File: src/design/lric_pkg.sv
// Shared types and constants for the LiDAR range and intensity compensation unit.
package lric_pkg;

  localparam int COEF_W      = 24;
  localparam int INT_W       = 8;
  localparam int RANGE_OUT_W = 20;
  localparam int CFG_IDX_W   = 2;

  localparam logic [INT_W-1:0] INT_MAX = 8'd255;

  localparam logic signed [COEF_W-1:0] COEF_SQUARE_RST = -24'sd5642;
  localparam logic signed [COEF_W-1:0] COEF_LINEAR_RST = 24'sd141764;
  localparam logic signed [COEF_W-1:0] COEF_OFFSET_RST = 24'sd0;

  typedef enum logic [CFG_IDX_W-1:0] {
    CFG_COEF_SQUARE = 2'd0,
    CFG_COEF_LINEAR = 2'd1,
    CFG_COEF_OFFSET = 2'd2
  } cfg_reg_t;

  typedef struct packed {
    logic [INT_W-1:0]       comp_intensity;
    logic                   point_valid;
    logic [RANGE_OUT_W-1:0] range_q10;
  } res_t;

endpackage

File: src/design/lric_outbuf.sv
// Output register with a skid stage, so the pipeline halts only once a beat is parked.
module lric_outbuf (
  input  logic           clk,
  input  logic           rst_n,
  input  logic           res_v,
  input  lric_pkg::res_t res,
  input  logic           out_stall,
  output logic           out_v,
  output lric_pkg::res_t out_res,
  output logic           skid_full
);
  import lric_pkg::*;

  logic out_v_r, out_v_nxt;
  logic skid_v_r, skid_v_nxt;
  res_t out_res_r, out_res_nxt;
  res_t skid_res_r, skid_res_nxt;
  logic out_free;
  logic incoming;

  assign out_free = !out_v_r || !out_stall;
  // The pipeline is frozen while the skid stage holds a beat.
  assign incoming = res_v && !skid_v_r;

  always_comb begin
    out_v_nxt    = out_v_r;
    out_res_nxt  = out_res_r;
    skid_v_nxt   = skid_v_r;
    skid_res_nxt = skid_res_r;
    priority if (out_free && skid_v_r) begin
      out_v_nxt   = 1'b1;
      out_res_nxt = skid_res_r;
      skid_v_nxt  = 1'b0;
    end else if (out_free) begin
      out_v_nxt   = incoming;
      out_res_nxt = res;
    end else if (incoming) begin
      skid_v_nxt   = 1'b1;
      skid_res_nxt = res;
    end
  end

  always_ff @(posedge clk) begin
    if (!rst_n) begin
      out_v_r  <= 1'b0;
      skid_v_r <= 1'b0;
    end else begin
      out_v_r  <= out_v_nxt;
      skid_v_r <= skid_v_nxt;
    end
  end

  always_ff @(posedge clk) begin
    out_res_r  <= out_res_nxt;
    skid_res_r <= skid_res_nxt;
  end

  assign out_v     = out_v_r;
  assign out_res   = out_res_r;
  assign skid_full = skid_v_r;

endmodule

File: config.mk
export PLATFORM = sky130hd
export DESIGN_NAME = lric_outbuf
export DESIGN_NICKNAME = d
export VERILOG_FILES = /design/src/design/lric_pkg.sv /design/src/design/lric_outbuf.sv
export SDC_FILE = /design/constraint.sdc
export NUM_CORES = 1
export LEC_CHECK = 0
export BUFFER_PORTS_ARGS = -buffer_cell sky130_fd_sc_hd__buf_2
export CAP_MARGIN = 30
export CORE_MARGIN = 8
export CORE_UTILIZATION = 25
export DETAILED_ROUTE_END_ITERATION = 12
export GPL_TIMING_DRIVEN = 0
export PLACE_DENSITY_LB_ADDON = 0.15
export SLEW_MARGIN = 20
export SYNTH_ARGS = -nofsm -noshare
export SYNTH_HDL_FRONTEND = slang
export SYNTH_SLANG_ARGS = --single-unit
File: constraint.sdc
create_clock -name clk -period 5.8 [get_ports clk]
set_input_delay 0.87 -clock clk [delete_from_list [all_inputs] [get_ports clk]]
set_output_delay 0.87 -clock clk [all_outputs]
set_load 0.03 [all_outputs]
After elaboration in Yosys (flattened, before gate mapping)
Cells that the tools add are included.
{"block": "totals", "register_bits": 60, "latch_bits": 0, "ram_bits": 0, "romBits": 0, "inputBits": 33, "out_inout_bits": 31, "mem_count": 0}
{"block": "op_classes", "n_addsub": 0, "mul": 0, "div_mod_pow": 0, "order_cmp": 0, "eq_ne": 0, "n_shift": 0, "muxes": 4, "bitwise": 3, "reduce_logical": 10}
{"operator": "$mux 29", "count": 2}
{"operator": "$logic_not 1->1", "count": 3}
{"operator": "$not 1->1", "count": 3}
{"operator": "$reduce_and 3->1", "count": 1}
{"operator": "$logic_and 1x1->1", "count": 2}
{"operator": "$mux 1", "count": 2}
{"operator": "$reduce_and 2->1", "count": 1}
{"operator": "$reduce_bool 2->1", "count": 1}
{"operator": "$reduce_or 2->1", "count": 1}
{"operator": "$logic_or 1x1->1", "count": 1}

Longest topological paths before layout
{"block": "depth", "depth_word": 5, "mapped_depth": 4, "ltp_nobuf": 2}

Least setup slack after synthesis
No wires, ideal clock.
{"block": "synth_path", "path_kind": "input-to-reg", "start": "in out_stall", "end": "reg skid_res_r[0] (netlist name) (enable)", "setup_ps": 458, "arrival_time_ps": 3786, "t_required_ps": 5342, "path_slack_ps": 1556, "path_stages": 2, "n_path_buf": 0, "cell_sequence": "nand2_1 -> nor3b_1"}
{"block": "synth_via", "elab_chain_len": 5, "elab_cells_between_ends": 6}
{"element": "start: declaration", "line_no": "lric_outbuf.sv:7", "source": "input logic out_stall,"}
{"element": "$logic_not 1->1 *", "line_no": "lric_outbuf.sv:21", "source": "assign out_free = !out_v_r || !out_stall;"}
{"element": "$logic_or 1x1->1 *", "line_no": "lric_outbuf.sv:21"}
{"element": "$logic_and 1x1->1", "line_no": "lric_outbuf.sv:30", "source": "priority if (out_free && skid_v_r) begin"}
{"element": "$not 1->1 (no source line)"}
{"element": "$reduce_and 3->1 (no source line) *"}
{"element": "end signal: assignment", "line_no": "lric_outbuf.sv:55", "source": "skid_res_r <= skid_res_nxt;"}
{"element": "end: declaration", "line_no": "lric_outbuf.sv:17", "source": "res_t skid_res_r, skid_res_nxt;"}
Mark *: on every way between the ends. The rest lies on a longest branch, timed or not.
A chain may end at the register's enable or synchronous reset.

Worst setup path in the final report
{"block": "layout_path", "start": "in out_stall", "end": "reg skid_res_r[28] (netlist name) (enable)"}
Same word-level chain as after synthesis.

==> summary.md <==
| Metric | Value |
|---|---|
| Outcome | finished clean |
| Post-Syn Area per Cell | roughly 23 µm² |
| Max Cap Viol | 0 |
| Slowest CP cell | nor3b_2 |
| Max VDD drop | 128 µV |
| Die Wd | ~110 µm |
| Routability cong. | 0.653 |
| Slew Viols, Final | 0 |
| Clk buf depth | 2 |
| Antenna Nets Post-Route | 0 |
| Cell taking the most area after synthesis | edfxtp_1 |
| Wl on met1 | roughly 1700 µm |
| Port Buffers | 63 |
| CTS Sinks | 60 |
| P per Cell Area | 313 nW/µm² |
| Max Used Layer | met4 |
| Min Hold Slack | between 0.5 and 0.6 ns |
| Post-CTS Setup Inserts | 0 |
| Clk_skew | 0.00488 ns |
| Startpoint Class | primary input |
| Max Freq | between 300 and 400 MHz |
| Vias | approximately 1,100 |
| RSZ-0062 raised after global routing | false |
| Top cell by count, worst path | buf_4 |
| Die area | ~12,000 µm² |
| Final core occ | 0.330 |
| Synth warn | 0 |
| Register area share after synthesis | 0.798 |
| Syn nets | 131 |
| Mapped cell area | approximately 2200 µm² |
| Total track usage | 0.0810 |
| Hold buffers post-CTS | 0 |
| Cells after Synth | just under 100 |
| Synth area leaders | edfxtp_1 (78%), mux2_2 (9.6%), mux2_4 (6.7%), dfxtp_1 (1.8%), buf_12 (0.90%) |
| I/O pin count | 64 |
| Post-Layout Inst Area | approximately 2900 µm² |
| Drt pass-1 iters | 3 |
| Crit-path cells | buf_2 > nand2_2 > nor3b_2 > buf_4 > buf_4 |
| Met2 WL post-DR | roughly 2600 µm |
| Row count | 34 |
| Vias in the first global route | 1,401 |
| H-tree levels | 3 |
| Cts bufs inserted | 9 |
| # DRC | 0 |
| Final hold viol count | 0 |
| Hold Crit Class | reg -> reg |
| Root buffer cell | clkbuf_8 |
| Die Ht | 111 µm |
| Post-synth top area share | 0.780 |
| Data arrival, critical path | roughly 2.6 ns |
| Core Region | 8680 µm² |
| Commonest non-fill, non-tap cells in the layout | buf_2 (63), edfxtp_1 (58), mux2_2 (19) |
| Critical Path End Type | flip-flop |
| Crit share post-route | 0.442 |
| DP HPWL | 3360 µm |
| Antenna diode count | 0 |
| Fillers | 914 |
| 1st-iter DRT viols | 18 |
| Slowest cell delay on critical path | 0.65 ns |
| Setup TNS Final | 0 ns |
| Minimum clock period | around 2.6 ns |
| Routed wl met3 | roughly 190 µm |
| Clk Latency, worst-skew pair | 0.33 ns |
| CP Data Required Time | between 5 and 6 ns |
| First-pass GRT wire length | 7470 µm |
| CTS resizes | 0 |
| Largest net degree at the start of global routing | 33 |
| Finish-stage setup viols | 0 |
| Layout cells sized above 1 | 0.622 |
| Worst Path Max Fanout | 32 |
| Worst-Margin Slew | about 0.81 ns |
| Post-DP Area | around 2700 µm² |
| Initial antenna violation count | 0 |
| Routed wire length | between 4000 and 5000 µm |
| Clock-pin slew on the worst setup and hold paths | roughly 0.060 ns |
| Vias per cell | approximately 4.0 |
| Yosys reg bits | 60 |
| CP Class | in -> reg |
| Leak | 1.10 nW |
| CTS tree | built |
| Area grow syn2layout | 28.3% |
| Commonest non-fill, non-tap cell in the layout | buf_2 |
| Nets@finish | approximately 210 |
| Synth unique cells | 12 |
| Avg WL per Cell | ~16 µm |
| Initial Utilization | 0.257 |
| Slew HR | 0.458 |
| Grt total ovfl | 0 |
[where the power goes]
group / internal (mW) / switching [mW]
combinational: 0.0332 / 0.0576
clock: 0.153 / 0.148
sequential: 0.500 / 0.00540
[logic make-up (layout without fill, tap and decap cells)]
kind of cell           after synthesis  after routing  synth area share
muxes                               29             29             0.163
buffers and inverters                3             85            0.0174
DFF                                 60             60             0.798
AOI/OAI and AO/OA                    2              2            0.0118
and+or+nand+nor                      4              4            0.0101
[path summary, 6_finish.rpt]
path	end	start	depth (start not counted)	slack (ns)
worst min register to register	out_res[11]	skid_res_r[11]	1	0.54
worst max register to register	skid_res_r[28]	out_v	4	3.47
worst min-delay path	out_res[11]	skid_res_r[11]	1	0.54
worst max-delay path	skid_res_r[28]	out_stall	5	3.24
[area by class of cell]
cell class                      instances  area, µm²  share of cell area
Clock buffer                           13        139              0.0485
Timing Repair Buffer                   66        338               0.118
Multi-Input combinational cell         35        420               0.147
Tap cell                              108        135              0.0471
Buffer                                  3       38.8              0.0135
Clock inverter                          3       13.8             0.00480
Sequential cell                        60       1780               0.622
[sequential cells by signal (all words and copies together) (netlist names)]
signal / flops
out_res: 29
out_v: 1
skid_res_r: 29
skid_full: 1
[routing by layer]
layer	GRT usage	up-vias
li1	-	540
met1	0.0779	555
met2	0.138	35
met3	0.0303	8
met4	0.0622	0
met5	0	-
[worst max-delay path, delay by kind of cell]
kind          cells  cell delay (ns)
buf+inv           3             0.60
simple gates      2             1.12
[stage by stage]
step | total power, mW | cells | setup slack (ns)
global placement | 0.604 | 269 | -0.0993
finish | 0.897 | 288 | 3.24
global route | 0.942 | 288 | 3.04
floorplan | 0.571 | 98 | 1.56
CTS | 0.918 | 288 | 3.17
detailed placement | 0.608 | 272 | 2.80
[synth_stat cells (all sizes together)]
cell,n
dfxtp,2
a21boi,2
edfxtp,58
buf,3
nor2,1
nor3b,2
mux2,29
nand2,1
Power figures use the tool's default switching activity.
