<file path="src/design/lric_pkg.sv">
// Shared types and constants for the LiDAR range and intensity compensation unit.
package lric_pkg;

  localparam int COEF_W      = 24;
  localparam int INT_W       = 8;
  localparam int RANGE_OUT_W = 20;
  localparam int CFG_IDX_W   = 2;

  localparam logic [INT_W-1:0] INT_MAX = 8'd255;

  localparam logic signed [COEF_W-1:0] COEF_SQUARE_RST = -24'sd5642;
  localparam logic signed [COEF_W-1:0] COEF_LINEAR_RST = 24'sd141764;
  localparam logic signed [COEF_W-1:0] COEF_OFFSET_RST = 24'sd0;

  typedef enum logic [CFG_IDX_W-1:0] {
    CFG_COEF_SQUARE = 2'd0,
    CFG_COEF_LINEAR = 2'd1,
    CFG_COEF_OFFSET = 2'd2
  } cfg_reg_t;

  typedef struct packed {
    logic [INT_W-1:0]       comp_intensity;
    logic                   point_valid;
    logic [RANGE_OUT_W-1:0] range_q10;
  } res_t;

endpackage

</file>
<file path="src/design/lric_sumsq.sv">
// Three-stage front end: coordinate magnitudes, squares and their sum.
module lric_sumsq #(
  parameter int CW = 20
) (
  input  logic                          clk,
  input  logic                          rst_n,
  input  logic                          adv,
  input  logic                          in_v,
  input  logic signed [CW-1:0]          pos_x,
  input  logic signed [CW-1:0]          pos_y,
  input  logic signed [CW-1:0]          pos_z,
  input  logic [lric_pkg::INT_W-1:0]    raw,
  output logic                          sum_v,
  output logic [2*CW-1:0]               sum,
  output logic [lric_pkg::INT_W-1:0]    sum_raw
);
  import lric_pkg::*;

  localparam int SQ_W = 2 * CW;

  logic [CW-1:0]    ax_nxt, ay_nxt, az_nxt;
  logic [CW-1:0]    ax_r, ay_r, az_r;
  logic             s1_v_r, s2_v_r, s3_v_r;
  logic [INT_W-1:0] s1_raw_r, s2_raw_r, s3_raw_r;
  logic [SQ_W-1:0]  sqx_r, sqy_r, sqz_r, sum_r;

  // The most negative coordinate still fits as an unsigned magnitude of CW bits.
  assign ax_nxt = pos_x[CW-1] ? (~pos_x + 1'b1) : pos_x;
  assign ay_nxt = pos_y[CW-1] ? (~pos_y + 1'b1) : pos_y;
  assign az_nxt = pos_z[CW-1] ? (~pos_z + 1'b1) : pos_z;

  always_ff @(posedge clk) begin
    if (!rst_n) begin
      s1_v_r <= 1'b0;
      s2_v_r <= 1'b0;
      s3_v_r <= 1'b0;
    end else if (adv) begin
      s1_v_r <= in_v;
      s2_v_r <= s1_v_r;
      s3_v_r <= s2_v_r;
    end
  end

  always_ff @(posedge clk) begin
    if (adv) begin
      ax_r     <= ax_nxt;
      ay_r     <= ay_nxt;
      az_r     <= az_nxt;
      s1_raw_r <= raw;
      sqx_r    <= ax_r * ax_r;
      sqy_r    <= ay_r * ay_r;
      sqz_r    <= az_r * az_r;
      s2_raw_r <= s1_raw_r;
      // Three squares of magnitudes up to 2^(CW-1) stay below 2^(2*CW).
      sum_r    <= sqx_r + sqy_r + sqz_r;
      s3_raw_r <= s2_raw_r;
    end
  end

  assign sum_v   = s3_v_r;
  assign sum     = sum_r;
  assign sum_raw = s3_raw_r;

endmodule

</file>
<file path="config.mk">
export PLATFORM = sky130hd
export DESIGN_NAME = lric_sumsq
export DESIGN_NICKNAME = d
export VERILOG_FILES = /design/src/design/lric_pkg.sv /design/src/design/lric_sumsq.sv
export SDC_FILE = /design/constraint.sdc
export NUM_CORES = 2
export LEC_CHECK = 0
export ABC_AREA = 1
export BUFFER_PORTS_ARGS = -buffer_cell sky130_fd_sc_hd__buf_2
export CORE_ASPECT_RATIO = 0.9
export CORE_MARGIN = 2
export CORE_UTILIZATION = 45
export DETAILED_ROUTE_END_ITERATION = 7
export GPL_ROUTABILITY_DRIVEN = 0
export SYNTH_ARGS = -nofsm -noshare
export SYNTH_HDL_FRONTEND = slang
export SYNTH_SLANG_ARGS = --single-unit
</file>
<file path="constraint.sdc">
create_clock -name clk -period 15.4 [get_ports clk]
set_input_delay 2.31 -clock clk [delete_from_list [all_inputs] [get_ports clk]]
set_output_delay 2.31 -clock clk [all_outputs]
set_load 0.02 [all_outputs]
</file>
* After elaboration in Yosys (flattened, before gate mapping)
Index checks and enable logic that the tools add are counted.
** Cells by class
- $add $sub $neg :: 5
- Multipliers :: 3
- Divide/modulo/power cells :: 0
- $lt $le $gt $ge :: 0
- Equality and inequality tests :: 0
- Shift operators :: 0
- Muxes and demuxes :: 3
- Bitwise logic cells :: 3
- Reductions and logical operators :: 0
** Operator list (count)
- multiplier 20 x 20 -> 40 bit :: 3
- adder 40 bit :: 2
- adder 20 x 1 -> 20 bit (second input constant) :: 3
- NOT 20 bit :: 3
- 2-to-1 mux 19 bit :: 3
** Word-level totals
- Bits in registers :: 247
- Latch bits :: 0
- Memory bits (writable) :: 0
- Bits in read-only memories :: 0
- Memories :: 0

* Logic depth before layout (Yosys ltp)
- Depth after elaboration :: 3
- Gate-level depth with buffers :: 30
- Depth with buffers taken out :: 29

* Worst setup path after synthesis
OpenSTA, ideal clock, no wires.
- Path type :: reg-to-reg
- Start point :: reg ay_r[8]
- End point :: reg sqy_r[33] (data pin)
- Library setup time :: 0.252 ns
- Arrival time :: 5.792 ns
- Data required time :: 15.148 ns
- Setup slack :: 9.356 ns
- Stages on the path, launching flop included :: 25
- Path buffers :: 2
- Clock period less this slack :: 6.044 ns
- Cells stage by stage :: edfxtp_1 > clkbuf_1 > buf_1 > nand2_1 > fa_1 > inv_1 > fa_1 > fa_1 > fa_1 > inv_1 > fa_1 > inv_1 > fa_1 > fa_1 > ha_1 > nand2_1 > inv_1 > a21oi_1 > nor2_1 > nor2_1 > nand2_2 > nand2_1 > nand2_1 > nand2_1 > nand2_1
** Between the ends
- Longest elaborated chain between the ends :: 1
** Ends and longest elaborated chain
- from (decl) :: line lric_sumsq.sv:22 : logic [CW-1:0] ax_r, ay_r, az_r;
- from (signal assigned) :: line lric_sumsq.sv:47 : ay_r <= ay_nxt;
- multiplier 20 x 20 -> 40 bit :: line lric_sumsq.sv:51 : sqy_r <= ay_r * ay_r;
- to (signal assigned) :: line lric_sumsq.sv:51
- to (decl) :: line lric_sumsq.sv:25 : logic [SQ_W-1:0] sqx_r, sqy_r, sqz_r, sum_r;
No other way between the ends.
A chain may end at the register's enable or synchronous reset.

* Final worst setup path
- Start point :: reg az_r[12]
- End point :: reg sqz_r[30] (data pin)
** Between the ends
- Longest elaborated chain between the ends :: 1
** Ends and longest elaborated chain
- from (decl) :: line lric_sumsq.sv:22
- from (signal assigned) :: line lric_sumsq.sv:48 : az_r <= az_nxt;
- multiplier 20 x 20 -> 40 bit :: line lric_sumsq.sv:52 : sqz_r <= az_r * az_r;
- to (signal assigned) :: line lric_sumsq.sv:52
- to (decl) :: line lric_sumsq.sv:25
No other way between the ends.

==> flow_metrics.env <==
export IMPL_outcome="finished, final reports clean"
export IMPL_worst_slew_pin_slew_ns=1.12
export IMPL_firstDrtPassIters=6
export IMPL_ioPinCount=121
export IMPL_critical_path_slowest_cell="edfxtp_1"
export IMPL_hold_path_depth=0
export IMPL_final_cells=7496
export IMPL_worstHoldPathType="flip-flop to flip-flop"
export IMPL_arrival_ns=7.13
export IMPL_grt_max_degree=176
export IMPL_cts_hold_buf=0
export IMPL_cp_end_kind="flip-flop"
export IMPL_diodes=0
export IMPL_cts_sinks=244
export IMPL_post_cts_resized=0
export IMPL_drv_cap=0
export IMPL_ys_flop_type="edfxtp_1"
export IMPL_hold_violations=0
export IMPL_tns_ns=0
export IMPL_crit_type="flip-flop to flip-flop"
export IMPL_avgRoutedWirePerCell_um=15.6
export IMPL_core_um2=109000
export IMPL_rsz0062_at_grt="false"
export IMPL_grt_first_pass_wirelength_mm=196
export IMPL_max_clock_freq_mhz=147
export IMPL_area_growth_pct=6.61
export IMPL_critPathBufInv=6
export IMPL_worstPathRequired_ns=15.74
export IMPL_yosysWarnings=0
export IMPL_initial_core_util=0.452
export IMPL_numCtsBuffers=35
export IMPL_async_flop_share=0
export IMPL_die_height_um=318
export IMPL_cts_setup_buffers=0
export IMPL_grt_overflow_total=0
export IMPL_drive_gt1_frac=0.0419
export IMPL_synth_seq_cells=244
export IMPL_placementRows=115
export IMPL_drcViolationCount=0
export IMPL_synth_area_leaders="fa_1 36%, edfxtp_1 15%, inv_1 13%"
export IMPL_grt_pass1_vias=37800
export IMPL_final_cell_mix="1702 x inv_1, 1527 x nand2_1, 873 x fa_1"
export IMPL_critPathLaunchType="flip-flop"
export IMPL_cts_tree="done"
export IMPL_portBuffers=120
export IMPL_critPathMaxFanout=20
export IMPL_synth_edf_count=241
export IMPL_numPlacedInstances=7434
export IMPL_grtUsageTotal=0.218
export IMPL_synth_top_area_frac=0.355
export IMPL_antenna_found_initial=2
export IMPL_layout_min_cycle_time_ns=6.79
export IMPL_drt_iter0_drc=2275
export IMPL_dp_hpwl_mm=98.3
export IMPL_mostFrequentLayoutCell="inv_1"
export IMPL_synthCells=5957
export IMPL_yosysTopAreaCell="fa_1"
export IMPL_cp_slowest_stage_delay_ns=1.03
export IMPL_yosysUniqueCellTypes=37
export IMPL_max_slew_margin=0.251
export IMPL_dr_total_vias=36000
export IMPL_vias_per_cell=4.81
export IMPL_die_area_um2=112000
export IMPL_setup_violations=0
export IMPL_ys_seq_area_frac=0.148
export IMPL_clk_latency_ns=0.61
export IMPL_wl_mm=117
export IMPL_die_x_um=353
export IMPL_pre_cts_slack_ns=8.64
export IMPL_h_tree_depth=2
export IMPL_fin_nets=7448
export IMPL_crit_chain="nand2_1, fa_1, inv_1, fa_1, inv_1, fa_1, inv_1, fa_1, fa_1, fa_1, inv_1, fa_1, inv_1, ha_1, nand2_1, inv_1, nand2_1, nor2_1, nand4_1, nand3_2, nand2_1, nand3_1, nand2_1"
export IMPL_period_share=0.441
export IMPL_clock_skew_ns=0.0267
export IMPL_reg2reg_depth=23
export IMPL_slew_viol_final=0
export IMPL_synth_area_um2=49200
export IMPL_setup_slack_ns=8.61
export IMPL_critPathMostFrequentCell="fa_1"
export IMPL_cts_buffer_depth=3
export IMPL_cpLargestDelayFamily="adder cells"
export IMPL_cts_root_buf="clkbuf_16"
export IMPL_drtAntennaViolNets=0
export IMPL_crit_cells=23
export IMPL_final_util=0.482
export IMPL_clk_pin_slew_ns=0.07
export IMPL_syn_area_per_cell_um2=8.26
kinds of logic after synthesis:
family,synth area share
flip-flops,0.148
AND/OR/NAND/NOR,0.166
buffers and inverters,0.140
XOR/XNOR,0.0340
other,0.0000762
multiplexers,0.000229
AO/OA/AOI/OAI,0.0309
adder cells (fa/ha/maj),0.481
registers in the layout, summed over array words and instances, names as in the netlist:
name	flops
sum_v	1
s1_v_r	1
az_r	20
ax_r	20
sqx_r	39
s2_v_r	1
sum_raw	8
sum	40
s1_raw_r	8
sqy_r	39
ay_r	20
s2_raw_r	8
sqz_r	39
routing by layer:
layer / up-vias / routed length [µm] / track usage
met5: - / 0 / 0
met4: 0 / 2010 / 0.0440
met3: 90 / 7310 / 0.0334
met2: 876 / 52400 / 0.345
met1: 17500 / 55100 / 0.319
li1: 17500 / - / -
cells in the mapped netlist, types with 3 or more instances:
cell,count
a31oi_1,20
nor2_2,8
buf_1,45
o21ai_0,78
fa_1,873
nor4_1,11
and2_1,6
o21ai_2,6
ha_1,494
nand3b_1,6
nand3_2,18
xnor2_1,41
edfxtp_1,241
or2_2,5
nand2_2,20
dfxtp_1,3
o21bai_1,27
nand2_1,1527
nand3_1,105
clkinv_1,3
a21o_1,4
clkbuf_1,78
nor2_1,280
nand4_1,11
xor2_1,150
nor3_1,43
a21oi_1,140
inv_1,1702
stage by stage:
step	instance area [µm²]	hold WS (ns)
6_report	52500	0.402
5_1_grt	52500	0.417
4_1_cts	52500	0.405
3_5_place_dp	51300	0.405
3_3_place_gp	51300	0.400
2_1_floorplan	49200	0.400
layout make-up:
class	count	area [µm²]
clock buffers	40	895
clock inverters	22	235
fillers	10700	56500
inverters	1707	6410
multi-input cells	3883	35000
flip-flops and latches	244	7300
well taps	1462	1830
repair buffers	138	758
worst paths after layout:
| path | from | end | slack, ns |
|---|---|---|---|
| setup / recovery | az_r[12] | sqz_r[30] | 8.61 |
| hold reg to reg | s2_raw_r[0] | sum_raw[0] | 0.40 |
| setup reg to reg | az_r[12] | sqz_r[30] | 8.61 |
| hold / removal | s2_raw_r[0] | sum_raw[0] | 0.40 |
Power is not shown: default switching activity piles up to over one toggle a cycle in this logic, so the estimate is an artifact.
